File: config.mk
export PLATFORM = sky130hd
export DESIGN_NAME = serial_line_editor_flat
export DESIGN_NICKNAME = d
export VERILOG_FILES = /design/src/design/sle_pkg.sv /design/src/design/sle_intf.sv /design/src/design/sle_ram.sv /design/src/design/sle_ctrl.sv /design/src/design/sle_out.sv /design/src/design/serial_line_editor.sv /design/src/flat_wrapper.sv
export VERILOG_INCLUDE_DIRS = /design/src /design/src/design
export SDC_FILE = /design/constraint.sdc
export NUM_CORES = 1
export LEC_CHECK = 0
export ABC_AREA = 1
export BUFFER_PORTS_ARGS = -buffer_cell sky130_fd_sc_hd__buf_2
export CORE_UTILIZATION = 56
export DETAILED_ROUTE_END_ITERATION = 8
export PLACE_DENSITY = 0.75
export SYNTH_ARGS = -nofsm -noshare
export SYNTH_HDL_FRONTEND = slang
export SYNTH_SLANG_ARGS = --single-unit
File: constraint.sdc
create_clock -name clk -period 4.3 [get_ports clk]
set_input_delay 0.215 -clock clk [delete_from_list [all_inputs] [get_ports clk]]
set_output_delay 0.215 -clock clk [all_outputs]
set_load 0.005 [all_outputs]
File: src/design/serial_line_editor_assert.svh
// Assertion helpers for the serial line editor.
// SLE_ASSERT is disabled during reset, SLE_ASSERT_ALWAYS is checked at every edge.
`ifndef SERIAL_LINE_EDITOR_ASSERT_SVH
`define SERIAL_LINE_EDITOR_ASSERT_SVH

`ifndef ASSERT_OFF
`define SLE_ASSERT(lbl, prop, msg) \
  lbl: assert property (@(posedge clk) disable iff (!rst_n) prop) else $error(msg);
`define SLE_ASSERT_ALWAYS(lbl, prop, msg) \
  lbl: assert property (@(posedge clk) prop) else $error(msg);
`else
`define SLE_ASSERT(lbl, prop, msg)
`define SLE_ASSERT_ALWAYS(lbl, prop, msg)
`endif

`endif

File: src/design/sle_pkg.sv
`default_nettype none

package sle_pkg;

  // default store depth
  localparam int SLE_MAX_LINE = 64;

  // field widths
  localparam int CHAR_W = 8;
  localparam int LEN_W  = 6;
  localparam int RIDX_W = 6;
  localparam int KIND_W = 2;
  localparam int LSIZE_W = 7;
  localparam int CFG_W   = 7;

  // input commands
  localparam logic CMD_RX   = 1'b0;
  localparam logic CMD_READ = 1'b1;

  // result kinds
  localparam logic [KIND_W-1:0] KIND_ECHO = 2'd0;
  localparam logic [KIND_W-1:0] KIND_LINE = 2'd1;
  localparam logic [KIND_W-1:0] KIND_READ = 2'd2;

  // register indexes
  localparam logic CFG_LINE_SIZE = 1'b0;
  localparam logic CFG_MASK_EN   = 1'b1;

  // register reset values
  localparam logic [LSIZE_W-1:0] LINE_SIZE_RST = 7'd32;
  localparam logic               MASK_EN_RST   = 1'b1;

  // characters
  localparam logic [CHAR_W-1:0] CH_CTRL_Q = 8'h11;
  localparam logic [CHAR_W-1:0] CH_CTRL_S = 8'h13;
  localparam logic [CHAR_W-1:0] CH_DEL    = 8'h7F;
  localparam logic [CHAR_W-1:0] CH_BS     = 8'h08;
  localparam logic [CHAR_W-1:0] CH_CR     = 8'h0D;
  localparam logic [CHAR_W-1:0] CH_LF     = 8'h0A;
  localparam logic [CHAR_W-1:0] CH_SPACE  = 8'h20;
  localparam logic [CHAR_W-1:0] CH_STAR   = 8'h2A;
  localparam logic [CHAR_W-1:0] CH_LOW_S  = 8'h73;
  localparam logic [CHAR_W-1:0] CH_LOW_U  = 8'h75;
  localparam logic [CHAR_W-1:0] CH_NUL    = 8'h00;

  // what result sequence an item produces
  typedef enum logic [2:0] {
    RT_READ,   // stored character
    RT_CR,     // line complete
    RT_ECHO,   // single echo
    RT_LAST,   // echo then backspace
    RT_BSEQ    // backspace, space, backspace
  } rtype_t;

  // item descriptor passed from the edit stage to the output sequencer
  typedef struct packed {
    rtype_t              rtype;
    logic [CHAR_W-1:0]   ch;
    logic [LEN_W-1:0]    len;
  } desc_t;

endpackage

`default_nettype wire

File: src/design/sle_intf.sv
`default_nettype none

// input channel
interface sle_in_if import sle_pkg::*; ();
  logic              valid;
  logic              ready;
  logic              cmd;
  logic [CHAR_W-1:0] rx_byte;
  logic [RIDX_W-1:0] read_index;

  modport source (output valid, cmd, rx_byte, read_index, input ready);
  modport sink   (input valid, cmd, rx_byte, read_index, output ready);
endinterface

// result channel
interface sle_out_if import sle_pkg::*; ();
  logic              valid;
  logic              ready;
  logic [KIND_W-1:0] kind;
  logic [CHAR_W-1:0] char_value;
  logic [LEN_W-1:0]  line_length;
  logic              last;

  modport source (output valid, kind, char_value, line_length, last, input ready);
  modport sink   (input valid, kind, char_value, line_length, last, output ready);
endinterface

`default_nettype wire

File: src/design/sle_ram.sv
`default_nettype none

module sle_ram #(
  parameter int WIDTH = 8,
  parameter int DEPTH = 64
) (
  input  wire logic                     clk,
  input  wire logic                     we,
  input  wire logic [$clog2(DEPTH)-1:0] waddr,
  input  wire logic [WIDTH-1:0]         wdata,
  input  wire logic                     re,
  input  wire logic [$clog2(DEPTH)-1:0] raddr,
  output logic      [WIDTH-1:0]         rdata
);

  logic [WIDTH-1:0] mem [DEPTH];

  // write port
  always_ff @(posedge clk) begin
    if (we) begin
      mem[waddr] <= wdata;
    end
  end

  // registered read, holds when not enabled
  always_ff @(posedge clk) begin
    if (re) begin
      rdata <= mem[raddr];
    end
  end

endmodule

`default_nettype wire

File: src/design/sle_ctrl.sv
`default_nettype none
`include "serial_line_editor_assert.svh"

module sle_ctrl import sle_pkg::*; #(
  parameter int MAX_LINE = SLE_MAX_LINE
) (
  input  wire logic              clk,
  input  wire logic              rst_n,
  input  wire logic              cfg_we,
  input  wire logic              cfg_index,
  input  wire logic [CFG_W-1:0]  cfg_wdata,
  input  wire logic              in_fire,
  input  wire logic              in_cmd,
  input  wire logic [CHAR_W-1:0] in_rx_byte,
  input  wire logic [RIDX_W-1:0] in_read_index,
  input  wire logic              out_free,
  output logic                   s1_valid,
  output desc_t                  s1_desc
);

  localparam int PW = $clog2(MAX_LINE);
  localparam int CW = $clog2(MAX_LINE + 1);
  localparam int LW = (CW > LSIZE_W) ? CW : LSIZE_W;

  // configuration
  logic [LSIZE_W-1:0] line_size_r;
  logic               mask_en_r;

  // edit state
  logic [PW-1:0] write_pos_r, write_pos_nxt;
  logic          filled_r, filled_nxt;
  logic          s0_r, s0_nxt;   // store[0] holds 's'
  logic          u1_r, u1_nxt;   // store[1] holds 'u'

  // stage after the store access
  logic  s1_valid_r, s1_valid_nxt;
  desc_t s1_desc_r, s1_desc_nxt;
  logic  s1_zero_r, s1_zero_nxt;

  // store port
  logic              ram_we, ram_re;
  logic [PW-1:0]     ram_waddr, ram_raddr;
  logic [CHAR_W-1:0] ram_wdata, ram_rdata;

  logic [LW-1:0] ls_ext;
  logic [CW-1:0] cap;
  logic [PW-1:0] last_slot, wp;
  logic          go;

  sle_ram #(.WIDTH(CHAR_W), .DEPTH(MAX_LINE)) u_store (
    .clk   (clk),
    .we    (ram_we),
    .waddr (ram_waddr),
    .wdata (ram_wdata),
    .re    (ram_re),
    .raddr (ram_raddr),
    .rdata (ram_rdata)
  );

  // clamped capacity and position
  always_comb begin
    ls_ext = LW'(line_size_r);
    if (ls_ext < LW'(3)) begin
      cap = CW'(3);
    end else if (ls_ext > LW'(MAX_LINE)) begin
      cap = CW'(MAX_LINE);
    end else begin
      cap = CW'(ls_ext);
    end
    last_slot = PW'(cap - CW'(2));
    wp = (write_pos_r > last_slot) ? last_slot : write_pos_r;
  end

  // edit decode
  always_comb begin
    write_pos_nxt = write_pos_r;
    filled_nxt    = filled_r;
    ram_we        = 1'b0;
    ram_waddr     = wp;
    ram_wdata     = in_rx_byte;
    ram_re        = 1'b0;
    ram_raddr     = PW'(in_read_index);
    go            = 1'b0;
    s1_zero_nxt   = 1'b0;
    s1_desc_nxt.rtype = RT_ECHO;
    s1_desc_nxt.ch    = in_rx_byte;
    s1_desc_nxt.len   = '0;
    if (in_fire) begin
      if (in_cmd == CMD_READ) begin
        ram_re = 1'b1;
        go     = 1'b1;
        s1_desc_nxt.rtype = RT_READ;
        s1_zero_nxt = (int'(in_read_index) >= MAX_LINE);
      end else begin
        write_pos_nxt = wp;
        case (in_rx_byte)
          CH_CR: begin
            ram_we    = 1'b1;
            ram_wdata = CH_NUL;
            if (wp == last_slot && filled_r) begin
              ram_waddr = PW'(cap - CW'(1));
              s1_desc_nxt.len = LEN_W'(cap - CW'(1));
            end else begin
              s1_desc_nxt.len = LEN_W'(wp);
            end
            write_pos_nxt = '0;
            filled_nxt    = 1'b0;
            go            = 1'b1;
            s1_desc_nxt.rtype = RT_CR;
          end
          CH_BS, CH_DEL: begin
            if (wp != '0) begin
              write_pos_nxt = wp - PW'(1);
              filled_nxt    = 1'b0;
              go            = 1'b1;
              s1_desc_nxt.rtype = RT_BSEQ;
            end
          end
          CH_CTRL_Q, CH_CTRL_S: begin
            // flow control bytes are dropped
          end
          default: begin
            ram_we = 1'b1;
            go     = 1'b1;
            if (wp == last_slot) begin
              filled_nxt = 1'b1;
              s1_desc_nxt.rtype = RT_LAST;
            end else begin
              filled_nxt    = 1'b0;
              write_pos_nxt = wp + PW'(1);
              if (mask_en_r && s0_r && u1_r && wp > PW'(2)) begin
                s1_desc_nxt.ch = CH_STAR;
              end
            end
          end
        endcase
      end
    end
  end

  // shadow of the first two store entries for the prefix check
  always_comb begin
    s0_nxt = s0_r;
    u1_nxt = u1_r;
    if (ram_we && ram_waddr == PW'(0)) begin
      s0_nxt = (ram_wdata == CH_LOW_S);
    end
    if (ram_we && ram_waddr == PW'(1)) begin
      u1_nxt = (ram_wdata == CH_LOW_U);
    end
  end

  assign s1_valid_nxt = go | (s1_valid_r & ~out_free);

  // control state
  always_ff @(posedge clk) begin
    if (!rst_n) begin
      line_size_r <= LINE_SIZE_RST;
      mask_en_r   <= MASK_EN_RST;
      write_pos_r <= '0;
      filled_r    <= 1'b0;
      s0_r        <= 1'b0;
      u1_r        <= 1'b0;
      s1_valid_r  <= 1'b0;
    end else begin
      if (cfg_we) begin
        case (cfg_index)
          CFG_LINE_SIZE: line_size_r <= cfg_wdata[LSIZE_W-1:0];
          CFG_MASK_EN:   mask_en_r   <= cfg_wdata[0];
          default: ;
        endcase
      end
      write_pos_r <= write_pos_nxt;
      filled_r    <= filled_nxt;
      s0_r        <= s0_nxt;
      u1_r        <= u1_nxt;
      s1_valid_r  <= s1_valid_nxt;
    end
  end

  // stage payload
  always_ff @(posedge clk) begin
    if (go) begin
      s1_desc_r <= s1_desc_nxt;
      s1_zero_r <= s1_zero_nxt;
    end
  end

  // read data joins the descriptor here
  always_comb begin
    s1_desc = s1_desc_r;
    if (s1_desc_r.rtype == RT_READ) begin
      s1_desc.ch = s1_zero_r ? CH_NUL : ram_rdata;
    end
  end

  assign s1_valid = s1_valid_r;

  `SLE_ASSERT(a_pos_in_range, write_pos_r <= PW'(MAX_LINE - 2), "write position beyond store")
  `SLE_ASSERT(a_s1_hold, s1_valid_r && !out_free |=> s1_valid_r && $stable(s1_desc_r), "stalled item lost")

endmodule

`default_nettype wire

File: src/design/sle_out.sv
`default_nettype none
`include "serial_line_editor_assert.svh"

module sle_out import sle_pkg::*; (
  input  wire logic              clk,
  input  wire logic              rst_n,
  input  wire logic              s1_valid,
  input  wire desc_t             s1_desc,
  output logic                   out_free,
  output logic                   out_valid,
  input  wire logic              out_ready,
  output logic [KIND_W-1:0]      out_kind,
  output logic [CHAR_W-1:0]      out_char,
  output logic [LEN_W-1:0]       out_len,
  output logic                   out_last
);

  logic        out_valid_r;
  logic [1:0]  idx_r;
  desc_t       desc_r;

  // result sequence for the held item
  always_comb begin
    out_kind = KIND_ECHO;
    out_char = desc_r.ch;
    out_len  = '0;
    out_last = 1'b1;
    case (desc_r.rtype)
      RT_READ: begin
        out_kind = KIND_READ;
      end
      RT_CR: begin
        out_kind = KIND_LINE;
        out_char = CH_LF;
        out_len  = desc_r.len;
      end
      RT_ECHO: ;
      RT_LAST: begin
        out_char = (idx_r == 2'd0) ? desc_r.ch : CH_BS;
        out_last = (idx_r == 2'd1);
      end
      RT_BSEQ: begin
        out_char = (idx_r == 2'd1) ? CH_SPACE : CH_BS;
        out_last = (idx_r == 2'd2);
      end
      default: ;
    endcase
  end

  assign out_free  = ~out_valid_r | (out_ready & out_last);
  assign out_valid = out_valid_r;

  // sequencer state
  always_ff @(posedge clk) begin
    if (!rst_n) begin
      out_valid_r <= 1'b0;
      idx_r       <= '0;
    end else if (out_free) begin
      out_valid_r <= s1_valid;
      idx_r       <= '0;
    end else if (out_ready) begin
      idx_r <= idx_r + 2'd1;
    end
  end

  // held item
  always_ff @(posedge clk) begin
    if (out_free && s1_valid) begin
      desc_r <= s1_desc;
    end
  end

  `SLE_ASSERT(a_stall_hold, out_valid_r && !out_ready |=> out_valid_r && $stable(idx_r), "output stepped while stalled")
  `SLE_ASSERT(a_idx_bound, out_valid_r && desc_r.rtype != RT_BSEQ |-> idx_r <= 2'd1, "result index past sequence end")

endmodule

`default_nettype wire

File: src/design/serial_line_editor.sv
// Serial line editor: edits received bytes into a line store, echoes them and answers reads.
// An accepted item passes the edit stage register, then the output sequencer register.
// Throughput: one item per cycle while the output is ready and items have one
// result; an item with k results (up to 3, backspace sequence) holds the sequencer.
// Reset (rst_n, synchronous): position, flags and pipeline cleared, line_size 32,
// mask_enable 1; the line store is not cleared.
`default_nettype none

module serial_line_editor import sle_pkg::*; #(
  parameter int MAX_LINE = SLE_MAX_LINE
) (
  input  wire logic             clk,
  input  wire logic             rst_n,
  input  wire logic             cfg_we,
  input  wire logic             cfg_index,
  input  wire logic [CFG_W-1:0] cfg_wdata,
  sle_in_if.sink                in_ch,
  sle_out_if.source             out_ch
);

  logic  in_fire;
  logic  s1_valid;
  desc_t s1_desc;
  logic  out_free;

  // take a new item whenever the edit stage is empty or moving on
  assign in_ch.ready = ~s1_valid | out_free;
  assign in_fire     = in_ch.valid & in_ch.ready;

  sle_ctrl #(.MAX_LINE(MAX_LINE)) u_ctrl (
    .clk           (clk),
    .rst_n         (rst_n),
    .cfg_we        (cfg_we),
    .cfg_index     (cfg_index),
    .cfg_wdata     (cfg_wdata),
    .in_fire       (in_fire),
    .in_cmd        (in_ch.cmd),
    .in_rx_byte    (in_ch.rx_byte),
    .in_read_index (in_ch.read_index),
    .out_free      (out_free),
    .s1_valid      (s1_valid),
    .s1_desc       (s1_desc)
  );

  sle_out u_out (
    .clk       (clk),
    .rst_n     (rst_n),
    .s1_valid  (s1_valid),
    .s1_desc   (s1_desc),
    .out_free  (out_free),
    .out_valid (out_ch.valid),
    .out_ready (out_ch.ready),
    .out_kind  (out_ch.kind),
    .out_char  (out_ch.char_value),
    .out_len   (out_ch.line_length),
    .out_last  (out_ch.last)
  );

endmodule

`default_nettype wire
File: src/flat_wrapper.sv
// flat-port wrapper written by rule: the top's interface ports become plain ports
module serial_line_editor_flat import sle_pkg::*;
#(
  parameter int MAX_LINE = SLE_MAX_LINE
)
  (clk, rst_n, cfg_we, cfg_index, cfg_wdata, in_ch_valid, in_ch_cmd, in_ch_rx_byte, in_ch_read_index, in_ch_ready, out_ch_valid, out_ch_kind, out_ch_char_value, out_ch_line_length, out_ch_last, out_ch_ready);
  sle_in_if in_ch_i ();
  sle_out_if out_ch_i ();
  input  wire logic clk;
  input  wire logic rst_n;
  input  wire logic cfg_we;
  input  wire logic cfg_index;
  input  wire logic [CFG_W-1:0] cfg_wdata;
  input wire logic [$bits(in_ch_i.valid)-1:0] in_ch_valid;
  input wire logic [$bits(in_ch_i.cmd)-1:0] in_ch_cmd;
  input wire logic [$bits(in_ch_i.rx_byte)-1:0] in_ch_rx_byte;
  input wire logic [$bits(in_ch_i.read_index)-1:0] in_ch_read_index;
  output wire logic [$bits(in_ch_i.ready)-1:0] in_ch_ready;
  output wire logic [$bits(out_ch_i.valid)-1:0] out_ch_valid;
  output wire logic [$bits(out_ch_i.kind)-1:0] out_ch_kind;
  output wire logic [$bits(out_ch_i.char_value)-1:0] out_ch_char_value;
  output wire logic [$bits(out_ch_i.line_length)-1:0] out_ch_line_length;
  output wire logic [$bits(out_ch_i.last)-1:0] out_ch_last;
  input wire logic [$bits(out_ch_i.ready)-1:0] out_ch_ready;
  assign in_ch_i.valid = in_ch_valid;
  assign in_ch_i.cmd = in_ch_cmd;
  assign in_ch_i.rx_byte = in_ch_rx_byte;
  assign in_ch_i.read_index = in_ch_read_index;
  assign in_ch_ready = in_ch_i.ready;
  assign out_ch_valid = out_ch_i.valid;
  assign out_ch_kind = out_ch_i.kind;
  assign out_ch_char_value = out_ch_i.char_value;
  assign out_ch_line_length = out_ch_i.line_length;
  assign out_ch_last = out_ch_i.last;
  assign out_ch_i.ready = out_ch_ready;
  serial_line_editor #(.MAX_LINE(MAX_LINE)) u_core (.clk(clk), .rst_n(rst_n), .cfg_we(cfg_we), .cfg_index(cfg_index), .cfg_wdata(cfg_wdata), .in_ch(in_ch_i), .out_ch(out_ch_i));
endmodule
==> flow_summary.toml <==
[run_status]
status = "finished clean"

[yosys]
synthFlopType = "edfxtp_1"
synth_adder_area_share = 0.00675
synthCells = 2028
avgSynthCellArea_um2 = 11.9
synth_simple_gate_area_frac = 0.117
ys_types = 46
ys_seq_elements = 575
synth_enable_flop_cells = 554
synth_top_family_by_area = "compound AO/OA/AOI/OAI gates"
synth_nets = 2069
synth-compound-area-share = 0.128
synthMuxAreaShare = 0.00374
yosysWarnings = 0
ys_seq_area_frac = 0.708
synth_xor_area_frac = 0.00218
netlist_area_um2 = 24100
synthArstFlopShare = 0

[setup_path]
r2r_cells = 29
endpoint = "u_core.u_ctrl.u_store.mem[54][6]"
reg2reg_from = "u_core.u_ctrl.line_size_r[2]"
crit_type = "reg2reg"
slowest_stage = "dfxtp_1"
timing.rr.end = "u_core.u_ctrl.u_store.mem[54][6]"
cp_data_required_time_ns = 4.61
r2r_slack_ns = 0.26
critPathCaptureType = "register"
crit_top_cell = "nand2_1"
arrival_ns = 4.34
cp_max_fo = 8
max_stage_delay_ns = 0.30
startpoint = "u_core.u_ctrl.line_size_r[2]"
critPathLaunchType = "register"

[place]
port-buffer-count = 46
dp.cells = 2604
dpl.hpwl_mm = 37.3
gp_congestion = 0.950

[global_route]
grt_max_degree = 156
grt_pass1_wl_mm = 92.5
grt-busiest-layer = "met2"
grt_use_met1 = 0.377
antenna_found_initial = 2
grt_overflow = 0
grt_pass1_vias = 16300
globalRouteMet2Util = 0.463
grt_usage = 0.280
use_met3 = 0.0453

[power_and_ir_drop]
leakagePower_nw = 9.58
p_sw_frac = 0.237
netSwitchingPower_mw = 2.83
power_density_nw_per_um2 = 431
pwr-share-comb = 0.093
clkPwrFrac = 0.384
p_int_mw = 9.08
ir_drop_v = 0.000345
seqPwrFrac = 0.523

[timing]
tns_ns = 0
finalHoldViolCount = 0
finalCriticalPeriod_ns = 4.04
period_share = 0.939
worst_slew_pin_slew_ns = 1.11
setup_viol = 0
fin_skew_ns = 0.0284
finalMaxSlewViolations = 0
slew_headroom = 0.261
fmax_mhz = 248

[clocking]
numCtsBuffers = 55
cts_sinks = 575
cts_tree = "built"
clkTransAtPathRegs_ns = 0.06
cts-htree-levels = 2
cts_root_buffer = "clkbuf_16"
worst_skew_pair.late_latency_ns = 0.63
cts_buffer_depth = 3

[route]
drt-initial-drc-count = 2369
viasPerCell = 6.18
wire_per_inst_um = 22.4
drc = 0
routed_wl_mm = 61.2
firstDrtPassIters = 6
antenna_left = 0
vias = 16900

[final_layout]
final_common_cell = "edfxtp_1"
drive_gt1_frac = 0.157
layout_common_cells = "554 x edfxtp_1, 424 x nor2_1, 334 x o21ai_0"
nets = 2193
fin_cells = 2730
syn2layout_area_growth_pct = 14.8
n_antenna_cell = 0

[die]
coreArea_um2 = 42200
die_h_um = 209
row_count = 75
ios = 47
initial_core_util = 0.570
die_w_um = 209
die_area_um2 = 43800

[job]
max_cap_violations = 0

[worst_hold_path]
hold_path_class = "in2reg"
[what timing repair did]
action                     4_1_cts  5_1_grt
gates resized for setup          1       62
setup endpoints to repair       28      536
hold endpoints to repair        18        0
gates cloned                     0        1
hold buffers                    24        0
buffers inserted                 0        5
pin swaps                        0       15
[how the worst min path moves through the flow]
| stage | cells past startpoint | from | slack, ns | endpoint |
|---|---|---|---|---|
| finish | 4 | in_ch_valid | 0.06 | u_core.u_ctrl.s1_desc[15] |
| global route | 4 | in_ch_valid | 0.07 | u_core.u_ctrl.write_pos_r[0] |
| CTS | 5 | in_ch_valid | 0.01 | u_core.u_ctrl.s1_valid |
| detailed placement | 0 | u_core.u_ctrl.s1_desc[3] | 0.42 | u_core.u_out.desc_r[3] |
| global placement | 0 | u_core.u_ctrl.s1_desc[3] | 0.40 | u_core.u_out.desc_r[3] |
| floorplan | 2 | cfg_wdata[5] | 0.34 | u_core.u_ctrl.line_size_r[5] |
[critical path: cells and delay by family, from the launching register on]
family | cells | cell delay, ns
flops | 1 | 0.30
simple gates | 19 | 2.11
compound gates | 1 | 0.24
buf+inv | 7 | 0.61
fa+ha+maj | 2 | 0.48
[cells by family (layout without fill, tap and decap cells)]
| family | count (synthesis) | count (layout) |
|---|---|---|
| DFF | 575 | 575 |
| and+or+nand+nor | 660 | 661 |
| adders and majority gates | 13 | 13 |
| AOI/OAI and AO/OA | 547 | 547 |
| xor gates and xnor gates | 6 | 6 |
| muxes | 8 | 8 |
| buffers and inverters | 219 | 381 |
[power by group through the flow]
stage               registers (mW)  logic (mW)  clock network (mW)
finish                        6.23        1.11                4.57
global route                  6.23        1.20                4.81
CTS                           6.23        1.03                4.60
detailed placement            6.35        1.01                   0
global placement              6.34       0.990                   0
floorplan                     6.34       0.651                   0
[metrics by stage]
stage / hold WS [ns] / utilization / setup slack, ns / area [um2] / power [mW]
CTS: 0.0113 / 0.648 / 0.0385 / 27300 / 11.9
global placement: 0.403 / 0.602 / 0.147 / 25400 / 7.33
detailed placement: 0.422 / 0.602 / -0.0679 / 25400 / 7.36
finish: 0.0581 / 0.655 / 0.264 / 27700 / 11.9
global route: 0.0697 / 0.655 / -0.00893 / 27700 / 12.2
floorplan: 0.341 / - / 0.0378 / 24100 / 6.99
[area by class of cell]
cell class              instances  area, um2
well taps                     539        674
fillers                      3005      14600
clock inverters                28        195
flip-flops and latches        575      17100
multi-input cells            1235       6440
clock buffers                  68       1490
inverters                     102        397
repair buffers                183       1400
[flip-flops by register name (all words and copies together) (netlist names)]
register / cells
u_core.u_ctrl.u_store.mem: 512
u_core.u_out.desc_r: 17
u_core.u_ctrl.s1_desc: 9
u_core.u_ctrl.s1_desc_r: 8
u_core.u_ctrl.u_store.rdata: 8
u_core.u_ctrl.line_size_r: 7
u_core.u_ctrl.write_pos_r: 6
u_core.u_out.idx_r: 2
u_core.u_ctrl.filled_r: 1
u_core.u_ctrl.mask_en_r: 1
u_core.u_ctrl.s0_r: 1
u_core.u_ctrl.s1_valid: 1
u_core.u_ctrl.u1_r: 1
u_core.u_out.out_valid: 1
[layer usage]
layer | up-vias | wire [um]
met5 | - | 0
met4 | 0 | 2070
met3 | 149 | 5910
met2 | 985 | 29600
met1 | 8137 | 23700
li1 | 7602 | -
[synth_stat cells (2+ instances only)]
library cell,n,share of area
inv_2,9,0.0014
o221ai_1,22,0.0080
ha_1,13,0.0068
o22ai_1,135,0.035
xor2_1,6,0.0022
nand2_4,5,0.0023
a31oi_1,4,0.0010
buf_1,6,0.00093
mux2_2,8,0.0037
o21ai_0,334,0.069
clkinv_1,2,0.00031
a21oi_1,23,0.0048
or3_1,2,0.00052
nor2_2,2,0.00052
o21ai_2,5,0.0018
inv_1,89,0.014
nand3_2,13,0.0054
o211ai_1,9,0.0028
nand3_1,30,0.0062
edfxtp_1,554,0.69
nor3_1,13,0.0027
o31ai_1,4,0.0012
o32ai_1,4,0.0015
nand4_1,7,0.0018
nor2_1,443,0.069
nor2_4,6,0.0028
nand2_2,10,0.0026
clkbuf_1,109,0.017
nor2_8,2,0.0017
nand2_1,123,0.019
dfxtp_1,21,0.017
(Power assumes the default switching activity.)
